===== src/sv/pmcc_pkg.sv =====
// shared types and constants for the pressure matrix crosstalk compensator
`default_nettype none

package pmcc_pkg;

   localparam int SAMPLE_W    = 12;
   localparam int SAMPLE_MAX  = 4095;
   localparam int SCALE_W     = 8;
   localparam int ROW_W       = 5;
   localparam int COLUMN_W    = 6;
   localparam int LEVEL_W     = 16;
   localparam int NUM_W       = SAMPLE_W + SCALE_W;
   localparam int DEN_W       = SAMPLE_W;
   localparam int DIV_CNT_W   = $clog2(NUM_W);
   localparam int CSR_INDEX_W = 2;
   localparam int QUEUE_DEPTH = 4;
   localparam int QPTR_W      = $clog2(QUEUE_DEPTH);

   localparam int DEFAULT_ROWS    = 32;
   localparam int DEFAULT_COLUMNS = 64;

   localparam logic [SAMPLE_W-1:0] REF_RESET   = 12'd4095;
   localparam logic [SAMPLE_W-1:0] THR_RESET   = 12'd5;
   localparam logic [SCALE_W-1:0]  SCALE_RESET = 8'd255;
   localparam logic [LEVEL_W-1:0]  LEVEL_MAX   = 16'hFFFF;

   typedef enum logic [CSR_INDEX_W-1:0] {
      CSR_REF_FULL_SCALE  = 2'd0,
      CSR_NOISE_THRESHOLD = 2'd1,
      CSR_OUTPUT_SCALE    = 2'd2
   } csr_index_type;

   typedef enum logic [2:0] {
      BK_CLEAR,
      BK_IDLE,
      BK_LOOKUP,
      BK_EVAL,
      BK_DIVIDE
   } back_state_type;

   typedef struct packed {
      logic [SAMPLE_W-1:0] ref_full_scale;
      logic [SAMPLE_W-1:0] noise_threshold;
      logic [SCALE_W-1:0]  output_scale;
   } cfg_type;

   typedef struct packed {
      logic                is_read;
      logic                in_range;
      logic [SAMPLE_W-1:0] sample;
   } cmd_type;

   typedef struct packed {
      logic               valid;
      logic [LEVEL_W-1:0] level;
      logic               saturated;
   } result_type;

endpackage

`default_nettype wire


===== src/sv/pmcc_queue.sv =====
// short show-ahead command queue between front and back
`default_nettype none

module pmcc_queue
   import pmcc_pkg::*;
#(
   parameter int DATA_W = 8
) (
   input  wire logic              clock,
   input  wire logic              reset,
   input  wire logic              push,
   input  wire logic [DATA_W-1:0] push_data,
   input  wire logic              pop,
   output logic                   empty,
   output logic                   full,
   output logic [DATA_W-1:0]      head
);

   logic [DATA_W-1:0] entries_ff [QUEUE_DEPTH];
   logic [QPTR_W-1:0] wr_ptr_ff, wr_ptr_in;
   logic [QPTR_W-1:0] rd_ptr_ff, rd_ptr_in;
   logic [QPTR_W:0]   count_ff, count_in;

   always_comb begin
      wr_ptr_in = wr_ptr_ff;
      rd_ptr_in = rd_ptr_ff;
      count_in  = count_ff;
      if (push) begin
         wr_ptr_in = wr_ptr_ff + 1'b1;
      end
      if (pop) begin
         rd_ptr_in = rd_ptr_ff + 1'b1;
      end
      case ({push, pop})
         2'b10:   count_in = count_ff + 1'b1;
         2'b01:   count_in = count_ff - 1'b1;
         default: count_in = count_ff;
      endcase
   end

   always_ff @(posedge clock) begin
      if (reset) begin
         wr_ptr_ff <= '0;
         rd_ptr_ff <= '0;
         count_ff  <= '0;
      end else begin
         wr_ptr_ff <= wr_ptr_in;
         rd_ptr_ff <= rd_ptr_in;
         count_ff  <= count_in;
      end
   end

   always_ff @(posedge clock) begin
      if (push) begin
         entries_ff[wr_ptr_ff] <= push_data;
      end
   end

   assign empty = (count_ff == '0);
   assign full  = (count_ff == (QPTR_W+1)'(QUEUE_DEPTH));
   assign head  = entries_ff[rd_ptr_ff];

endmodule

`default_nettype wire


===== config.mk =====
export PLATFORM = sky130hd
export DESIGN_NAME = pmcc_queue
export DESIGN_NICKNAME = d
export VERILOG_FILES = /design/src/sv/pmcc_pkg.sv /design/src/sv/pmcc_queue.sv
export SDC_FILE = /design/constraint.sdc
export NUM_CORES = 1
export LEC_CHECK = 0
export BUFFER_PORTS_ARGS = -buffer_cell sky130_fd_sc_hd__buf_2
export CAP_MARGIN = 20
export CORE_ASPECT_RATIO = 1.75
export CORE_UTILIZATION = 35
export CTS_BUF_LIST = sky130_fd_sc_hd__clkbuf_2
export DETAILED_ROUTE_END_ITERATION = 8
export PLACE_DENSITY = 0.61
export SETUP_SLACK_MARGIN = 0.4
export SYNTH_ARGS = -nofsm -noshare
export SYNTH_HDL_FRONTEND = slang
export SYNTH_SLANG_ARGS = --single-unit

===== constraint.sdc =====
create_clock -name clock -period 3.1 [get_ports clock]
set_input_delay 0.31 -clock clock [delete_from_list [all_inputs] [get_ports clock]]
set_output_delay 0.31 -clock clock [all_outputs]
set_load 0.05 [all_outputs]

==> summary.txt, run 1 <==
Logic synthesis
  – Synthesized-area fraction occupied by adder cells: 5.189%
  – Post-synthesis instance area: approximately 0.0016 sq mm
  – Async SR Flop Fraction: 0%
  – Most used DFF post-synth: edfxtp_1
  – Synth cell types: 20
  – Area fraction of the dominant cell type after synthesis: around three fifths
  – Share of the yosys chip area belonging to registers: 71.70%
  – Flip-flop and latch count after synthesis: just over 40
  – Largest cells by area after synthesis: edfxtp_1 60%, dfxtp_1 11%, mux4_2 11%
  – Synth Area in XOR/XNOR: ~2.8%
  – Largest family of logic cells by synthesized area: multiplexers
  – Compound-cell area share of the yosys netlist: less than 1%
  – Mapped Avg Cell Area: 17.88 sq um
  – Cell accounting for the most synthesized area: edfxtp_1
  – Synthesized net count: between 100 and 150
  – Mux contribution to synthesized area: between 10% and 20%
  – Count of flip-flops with a built-in enable after synthesis: 32
  – Gate count after technology mapping: between 80 and 90
  – Top post-synthesis cells by count: 32 x edfxtp_1, 9 x dfxtp_1, 8 x mux4_2, 8 x nor2_1, 6 x inv_1
  – Most common cell in the synthesized netlist: edfxtp_1
  – Ys Warns: 0
  – Basic-gate share of the synthesized area counting and, or, nand and nor cells: around 4.8%

Global routing
  – Initial antenna violation count: 0
  – Maximum number of pins on one net before global-route repair: 14
  – Residual overflow from global routing: 0
  – Number of global-route vias before repair: 859
  – Total track usage: between 10% and 20%
  – Wire length of the first global-routing pass: between 3 and 4 mm

Cells and area
  – Layout Nets: ~130
  – Area growth syn-to-layout: 15.02%
  – Count of inserted antenna diode cells: 0
  – Layout cells sized above 1: between 30% and 40%
  – Post-route non-filler standard cell count: ~170

Timing
  – Setup repair after global routing missed its margin: false
  – Achievable frequency: 457.0 MHz
  – Share of the clock period used by the worst path: a little over two thirds
  – Shortest period the worst path allows: ~2.2 ns
  – Final-report max-slew violation count: 0
  – Final-report hold violation count: 0
  – Relative max-transition margin: 63.76%
  – Worst clock skew: about 0.012 ns
  – Final setup viols: 0
  – Summed negative setup slack over all endpoints: 0 ns
  – Worst-Margin Slew: roughly 0.54 ns

Floorplanning
  – Core area: around 0.0044 sq mm
  – Die Y-Extent: approximately 90 microns
  – Rows: 32
  – Area of the die: ~0.0048 sq mm
  – # IOs: 22
  – Starting density of the core: between 30% and 40%
  – Horizontal die dimension: between 50 and 60 microns

Setup path
  – Cell type of the slowest stage on the worst timing path: dfxtp_1
  – Cells along the critical path: mux4_2, buf_2
  – Crit path capture type: primary output
  – Reg-to-reg setup timing slack: approximately 1.5 ns
  – Peak fanout along the critical path: 8
  – Crit path kind: reg2out
  – Largest stage delay, worst path: 0.71 ns
  – Critical Path AT: roughly 1.9 ns
  – Worst flop-to-flop path endpoint: count_ff[2]
  – R2r worst-path depth: 5
  – Req. time, crit path: around 2.8 ns
  – Element type at the critical path start: flip-flop
  – Start of the worst register-to-register path: count_ff[0]

Min path
  – Worst Hold Class: in2reg
  – Startpoint of the most critical hold path: push_data[3]
  – Hold Crit Endpoint: entries_ff[2][3]
  – Worst hold path cell count: 1

Detailed routing
  – Number of detailed-routing iterations run before antenna repair: 2
  – Initial drt markers: 9
  – Post-detailed-route DRC marker count: 0
  – Overall via count from detail_route: just under 800
  – Average routed wire per standard cell: about 14 microns
  – Vias per std cell: between 4 and 5
  – Remaining number of nets flagged by the antenna check after routing: 0
  – Final Routed Wirelength: roughly 2.3 mm

CTS
  – Number of buffers inserted to repair setup after CTS: 0
  – CTS buffer count: 5
  – Clock latency of the later-clocked register in the worst-skew pair: roughly 0.37 ns
  – Clock transition at the registers of the reported paths: ~0.20 ns
  – CTS Root Buffer Type: clkbuf_2
  – Clock tree from TritonCTS: built
  – Count of instances resized after the clock tree is built: 0
  – CTS HTree Levels: 2
  – Worst-case clock buffer depth: 2
  – Count of hold-fix buffers inserted at cts: 0
  – CTS sink count: between 40 and 50

Place
  – Number of buffers added on ports: 21
  – Detail Placement HPWL: around 1.7 mm
  – Total placed cells including tap cells: roughly 160
  – Final estimated routing congestion in global placement: 0.6505

Status
  – Result of the run: complete, no violations

Flow run
  – Count of max-cap constraint violations: 0

Pwr
  – Max rail drop VDD: about 480 uV
  – Static power due to leakage: ~0.67 nW
  – Pwr dens: 663.4 mW/mm^2
## worst max path at each step
| stage | from | slack, ns | endpoint | cells after the start |
|---|---|---|---|---|
| 2_1_floorplan | count_ff[1] | 1.39 | empty | 1 |
| 3_3_place_gp | flip-flop | 1.31 | head[5] | 2 |
| 3_5_place_dp | flip-flop | 1.29 | head[5] | 2 |
| 4_1_cts | flip-flop | 0.82 | head[5] | 2 |
| 5_1_grt | flip-flop | 0.73 | head[6] | 2 |
| 6_report | flip-flop | 0.91 | head[5] | 2 |
## placed cells by master, fill, tap and decap left out
master	synthesis	routed
and2_1	4	4
bufinv_16	0	2
nor3_1	1	1
a21oi_1	2	2
buf_2	0	21
or3_1	1	1
clkbuf_2	1	5
ha_1	5	5
inv_1	6	6
xor2_1	3	3
xnor2_1	2	2
dfxtp_1	9	9
mux4_2	8	8
mux2i_1	1	1
o21ai_0	1	1
edfxtp_1	32	32
nor2_1	8	8
nand2_1	1	1
clkinv_2	0	1
and3_1	1	1
fa_1	1	1
## registers in the layout, summed over array words and instances (netlist names), named ones only
| name | count |
|---|---|
| entries_ff | 32 |
| count_ff | 3 |
| wr_ptr_ff | 2 |
| rd_ptr_ff | 2 |
## cells by family (layout without fill, tap and decap cells)
kind of cell	Yosys count	after routing
flip-flops	41	41
AND/OR/NAND/NOR	16	16
multiplexers	9	9
buffers and inverters	9	35
adder cells (fa/ha/maj)	6	6
XOR/XNOR	5	5
AO/OA/AOI/OAI	3	3
## report_power, final
part | total (mW) | internal [mW] | switching, mW | leakage (nW)
logic | 0.189 | 0.0627 | 0.126 | 0.249
registers | 0.648 | 0.626 | 0.0223 | 0.368
clock network | 0.377 | 0.216 | 0.161 | 0.0529
## through the flow
step	utilization, %	setup slack, ns	hold slack, ns	power [mW]	instance area [sq um]
after floorplan	-	1.393	0.4089	0.8076	1592
after global placement	39.88	1.315	0.4773	0.8449	1740
after detailed placement	39.88	1.293	0.5156	0.8532	1740
after CTS	41.94	0.8236	0.1070	1.228	1831
after global routing	41.94	0.7281	0.07615	1.265	1831
final	41.94	0.9120	0.1296	1.214	1831
## routing by layer
layer	share of wire (%)	up-vias	wire length (microns)	GRT usage [%]
met5	0	-	0	0
met4	2.6	0	59	6.579
met3	3.9	6	90	2.680
met2	57	17	1312	20.99
met1	36	378	836	9.865
li1	-	376	-	-
## layout make-up
class | count | area [sq um]
Multi-Input combinational cell | 39 | 407.9
Fill cell | 407 | 2534
Clock buffer | 5 | 25.02
Tap cell | 51 | 63.81
Timing Repair Buffer | 21 | 105.1
Sequential cell | 41 | 1141
Inverter | 6 | 22.52
Clock inverter | 3 | 65.06
## worst max-delay path: cells and delay by family, from the launching register on
| kind | cells | cell delay [ns] |
|---|---|---|
| mux | 1 | 0.57 |
| flops | 1 | 0.71 |
| buf+inv | 1 | 0.22 |
Note: power is estimated with default switching activity, not from simulation.
==> inputs of run 2 (changes only) <==
ABC_AREA = 1   (was not set)
PLACE_DENSITY = 0.63   (was 0.61)
clock period = 2 ns   (was 3.1 ns; I/O delays follow)
==> run 2 against run 1 <==
Setup slack got worse by 0.57 ns. Routed wire length is 43% higher. Flip-flop and latch count unchanged. Combinational power grew 90%. Sequential share of layout area is 7.8 points lower. Largest power group unchanged. Synthesized cell count up 51%. Critical path type unchanged. Utilization grew 5.5 points. Largest cell class unchanged. Clock power fell by 6.4%. Synthesized area rose by 2.9%. Final area up 15%. Cell count up 36%. Sequential power up 53%.
==> summary.txt, run 2 <==
Cells and area
  – Combined area of the multi-input logic cells: 479.2 sq um (was 407.9 sq um)
  – Register with the most flip-flops: entries_ff (unchanged)
  – Area growth syn-to-layout: 28.65% (was 15.02%)
  – Register area: 0.001149 sq mm (was 0.001141 sq mm)
  – Top library cells by usage in the layout, fill and taps aside: 32 x edfxtp_1, 17 x nor2_1, 16 x inv_1, 13 x buf_2, 10 x buf_6 (was 32 x edfxtp_1, 21 x buf_2, 9 x dfxtp_1, 8 x mux4_2, 8 x nor2_1)
  – Flip-flop count of the largest register after layout: 32 (unchanged)
  – Layout cells sized above 1: 32.57% (was 32.17%)
  – Top flop regs: entries_ff: 32 flops, count_ff: 3 flops (unchanged)
  – Number of fill cells: 391 (was 407)
  – Layout Nets: 192 (was 132)
  – Count of inserted antenna diode cells: 0 (unchanged)
  – Most common cell after layout, fill and taps aside: edfxtp_1 (unchanged)

Timing
  – Summed negative setup slack over all endpoints: 0 ns (unchanged)
  – Final setup viols: 0 (unchanged)
  – Shortest period the worst path allows: 1.657 ns
  – Setup repair after global routing missed its margin: true (was false)
  – Worst clock skew: 0.02592 ns (was 0.01205 ns)
  – Relative max-transition margin: 74.96% (was 63.76%)
  – Minimum hold slack: 0.1175 ns (was 0.1296 ns)
  – Final-report max-slew violation count: 0 (unchanged)
  – Share of the clock period used by the worst path: ~83%
  – Final-report hold violation count: 0 (unchanged)
  – Achievable frequency: 603.6 MHz
  – Worst-Margin Slew: 0.3753 ns (was 0.5428 ns)

Floorplanning
  – # IOs: 22 (unchanged)
  – Horizontal die dimension: 53.71 microns (was 52.98 microns)
  – Rows: 32 (unchanged)
  – Area of the die: 0.004968 sq mm (was 0.004832 sq mm)
  – Core area: 0.004444 sq mm (was 0.004364 sq mm)
  – Die Y-Extent: 92.50 microns (was 91.21 microns)
  – Starting density of the core: 36.85% (was 36.47%)

Setup path
  – Largest stage delay, worst path: 0.48 ns (was 0.71 ns)
  – Critical path's most frequent cell: buf_6
  – Req. time, crit path: 1.80 ns (was 2.79 ns)
  – Crit path kind: reg2out (unchanged)
  – Peak fanout along the critical path: 7 (was 8)
  – Buffers plus inverters on the worst setup path: 2 (was 1)
  – Critical Path AT: 1.46 ns (was 1.88 ns)
  – Largest delay contributor family on the critical path: flip-flops (unchanged)
  – Cell type of the slowest stage on the worst timing path: dfxtp_4 (was dfxtp_1)
  – Element type at the critical path start: flip-flop (unchanged)
  – Start of the worst register-to-register path: count_ff[0] (unchanged)
  – Cells along the critical path: buf_6, o21ai_2, o22ai_2, buf_6 (was mux4_2, buf_2)
  – Crit path capture type: primary output (unchanged)

CTS
  – Clock latency of the later-clocked register in the worst-skew pair: 0.40 ns (was 0.37 ns)
  – Worst-case clock buffer depth: 2 (unchanged)
  – CTS Root Buffer Type: clkbuf_2 (unchanged)
  – CTS sink count: 41 (unchanged)
  – CTS HTree Levels: 2 (unchanged)
  – CTS buffer count: 5 (unchanged)
  – Clock tree from TritonCTS: built (unchanged)
  – Clock transition at the registers of the reported paths: 0.23 ns (was 0.20 ns)

Pwr
  – Internal power component: 1.175 mW (was 0.9048 mW)
  – Switching share of total power: 31.08% (was 25.49%)
  – Share of total power in the clock network: 20.7% (was 31.1%)
  – Static power due to leakage: 0.8456 nW (was 0.6706 nW)
  – Relative contribution of sequential cells to total power: 58.3% (was 53.4%)
  – Switching power total: 0.5300 mW (was 0.3095 mW)
  – Pwr dens: 809.3 mW/mm^2 (was 663.4 mW/mm^2)
  – Max rail drop VDD: 441.7 uV (was 480.1 uV)
  – Power share of the combinational group: 21.1% (was 15.6%)

Logic synthesis
  – Flip-flop and latch count after synthesis: 41 (unchanged)
  – Count of flip-flops with a built-in enable after synthesis: 32 (unchanged)
  – Share of the yosys chip area belonging to registers: 69.67% (was 71.70%)
  – Synthesized net count: 152 (was 107)
  – Cell accounting for the most synthesized area: edfxtp_1 (unchanged)
  – Area fraction of the dominant cell type after synthesis: 58.67% (was 60.38%)
  – Largest cells by area after synthesis: edfxtp_1 59%, dfxtp_1 11%, o21ai_0 5.5% (was edfxtp_1 60%, dfxtp_1 11%, mux4_2 11%)
  – Mapped Avg Cell Area: 12.22 sq um (was 17.88 sq um)
  – Ys Warns: 0 (unchanged)
  – Async SR Flop Fraction: 0% (unchanged)
  – Most common cell in the synthesized netlist: edfxtp_1 (unchanged)
  – Most used DFF post-synth: edfxtp_1 (unchanged)
  – Gate count after technology mapping: 134 (was 89)
  – Post-synthesis instance area: 0.001638 sq mm (was 0.001592 sq mm)
  – Top post-synthesis cells by count: 32 x edfxtp_1, 18 x o21ai_0, 17 x inv_1, 17 x nor2_1 (was 32 x edfxtp_1, 9 x dfxtp_1, 8 x mux4_2, 8 x nor2_1, 6 x inv_1)
  – Synth cell types: 18 (was 20)

Global routing
  – Number of global-route vias before repair: 1139 (was 859)
  – Maximum number of pins on one net before global-route repair: 17 (was 14)
  – Residual overflow from global routing: 0 (unchanged)
  – Total track usage: 14.66% (was 11.21%)
  – Wire length of the first global-routing pass: 5.181 mm (was 3.746 mm)
  – Initial antenna violation count: 0 (unchanged)

Detailed routing
  – Number of detailed-routing iterations run before antenna repair: 4 (was 2)
  – Initial drt markers: 17 (was 9)
  – Final Routed Wirelength: 3.291 mm (was 2.299 mm)
  – Remaining number of nets flagged by the antenna check after routing: 0 (unchanged)
  – Vias per std cell: 4.947 (was 4.681)
  – Overall via count from detail_route: 1118 (was 777)
  – Average routed wire per standard cell: 14.56 microns (was 13.85 microns)
  – Post-detailed-route DRC marker count: 0 (unchanged)

Min path
  – Worst Hold Class: in2reg (unchanged)
  – Startpoint of the most critical hold path: pop (was push_data[3])

Place
  – Number of buffers added on ports: 21 (unchanged)
  – Final estimated routing congestion in global placement: 0.6496 (was 0.6505)
  – Detail Placement HPWL: 2.265 mm (was 1.716 mm)

Status
  – Result of the run: complete, no violations (unchanged)

Flow run
  – Count of max-cap constraint violations: 0 (unchanged)
run 2: changes by cell type in the layout (fill, tap and decap cells not counted), sizes merged, moves of 2 or more:
cell	delta
mux4	-8
nor2	+11
o22ai	+8
nand2	+8
a21oi	+3
inv	+11
bufinv	-2
xnor2	-2
xor2	-3
clkinv	+2
o21ai	+21
and2	-4
buf	+6
dlygate4sd3	+8
run 2: worst min-delay path: stages:
cell and delay, ns:
buf_2 0.11, nand2_1 0.06, inv_1 0.09, nor2_1 0.06
run 2: power groups by stage:
stage          logic [mW]  clock network, mW  registers [mW]
2_1_floorplan       0.223                  0            1.00
3_3_place_gp        0.278                  0            1.01
3_5_place_dp        0.291                  0            1.01
4_1_cts             0.323              0.361           0.992
5_1_grt             0.389              0.397           0.998
6_report            0.359              0.353           0.994
run 2: cell families (layout without fill, tap and decap cells):
| kind of cell | count (synthesis) | after routing | synth area share, % |
|---|---|---|---|
| AND/OR/NAND/NOR | 32 | 32 | 8.021 |
| adder cells (fa/ha/maj) | 6 | 6 | 5.042 |
| buffers and inverters | 20 | 61 | 5.500 |
| AO/OA/AOI/OAI | 35 | 35 | 11.77 |
| flip-flops | 41 | 41 | 69.67 |
run 2: per-stage QoR:
step | std cells | utilization, % | area [sq um] | power, mW | setup WS [ns]
6_report | 226 | 47.41 | 2107 | 1.705 | 0.3432
3_5_place_dp | 205 | 41.39 | 1839 | 1.301 | 0.3980
4_1_cts | 222 | 45.05 | 2002 | 1.676 | 0.2908
3_3_place_gp | 205 | 41.39 | 1839 | 1.285 | 0.4653
5_1_grt | 226 | 47.41 | 2107 | 1.784 | 0.2562
2_1_floorplan | 134 | - | 1685 | 1.223 | 0.4081
run 2: repair_timing:
item                                   in CTS  in global routing
hold buffers                                7                  1
setup buffers                               2                  3
pin swaps                                   0                  4
setup endpoints to repair                   8                  8
resized for setup                          17                 32
endpoints found under the hold margin      20                  4
run 2: area by class of cell:
| cell class | instances | area share [%] |
|---|---|---|
| sequential | 41 | 54.51 |
| multi-input combinational | 73 | 22.74 |
| timing repair buffer | 35 | 13.66 |
| inverter | 18 | 4.038 |
| tap | 51 | 3.029 |
| clock buffer | 5 | 1.188 |
| clock inverter | 3 | 0.8314 |
run 2: per-layer routing:
metal | track usage (%) | wire (microns)
met1 | 14.57 | 1205
met2 | 26.65 | 1926
met3 | 4.105 | 103
met4 | 5.921 | 55
met5 | 0 | 0
run 2: final timing paths:
check | to | slack (ns) | cells after the start
max | head[3] | 0.34 | 4
min | flip-flop | 0.12 | 4
max reg2reg | count_ff[2] | 0.55 | 7
min reg2reg | flip-flop | 0.44 | 1
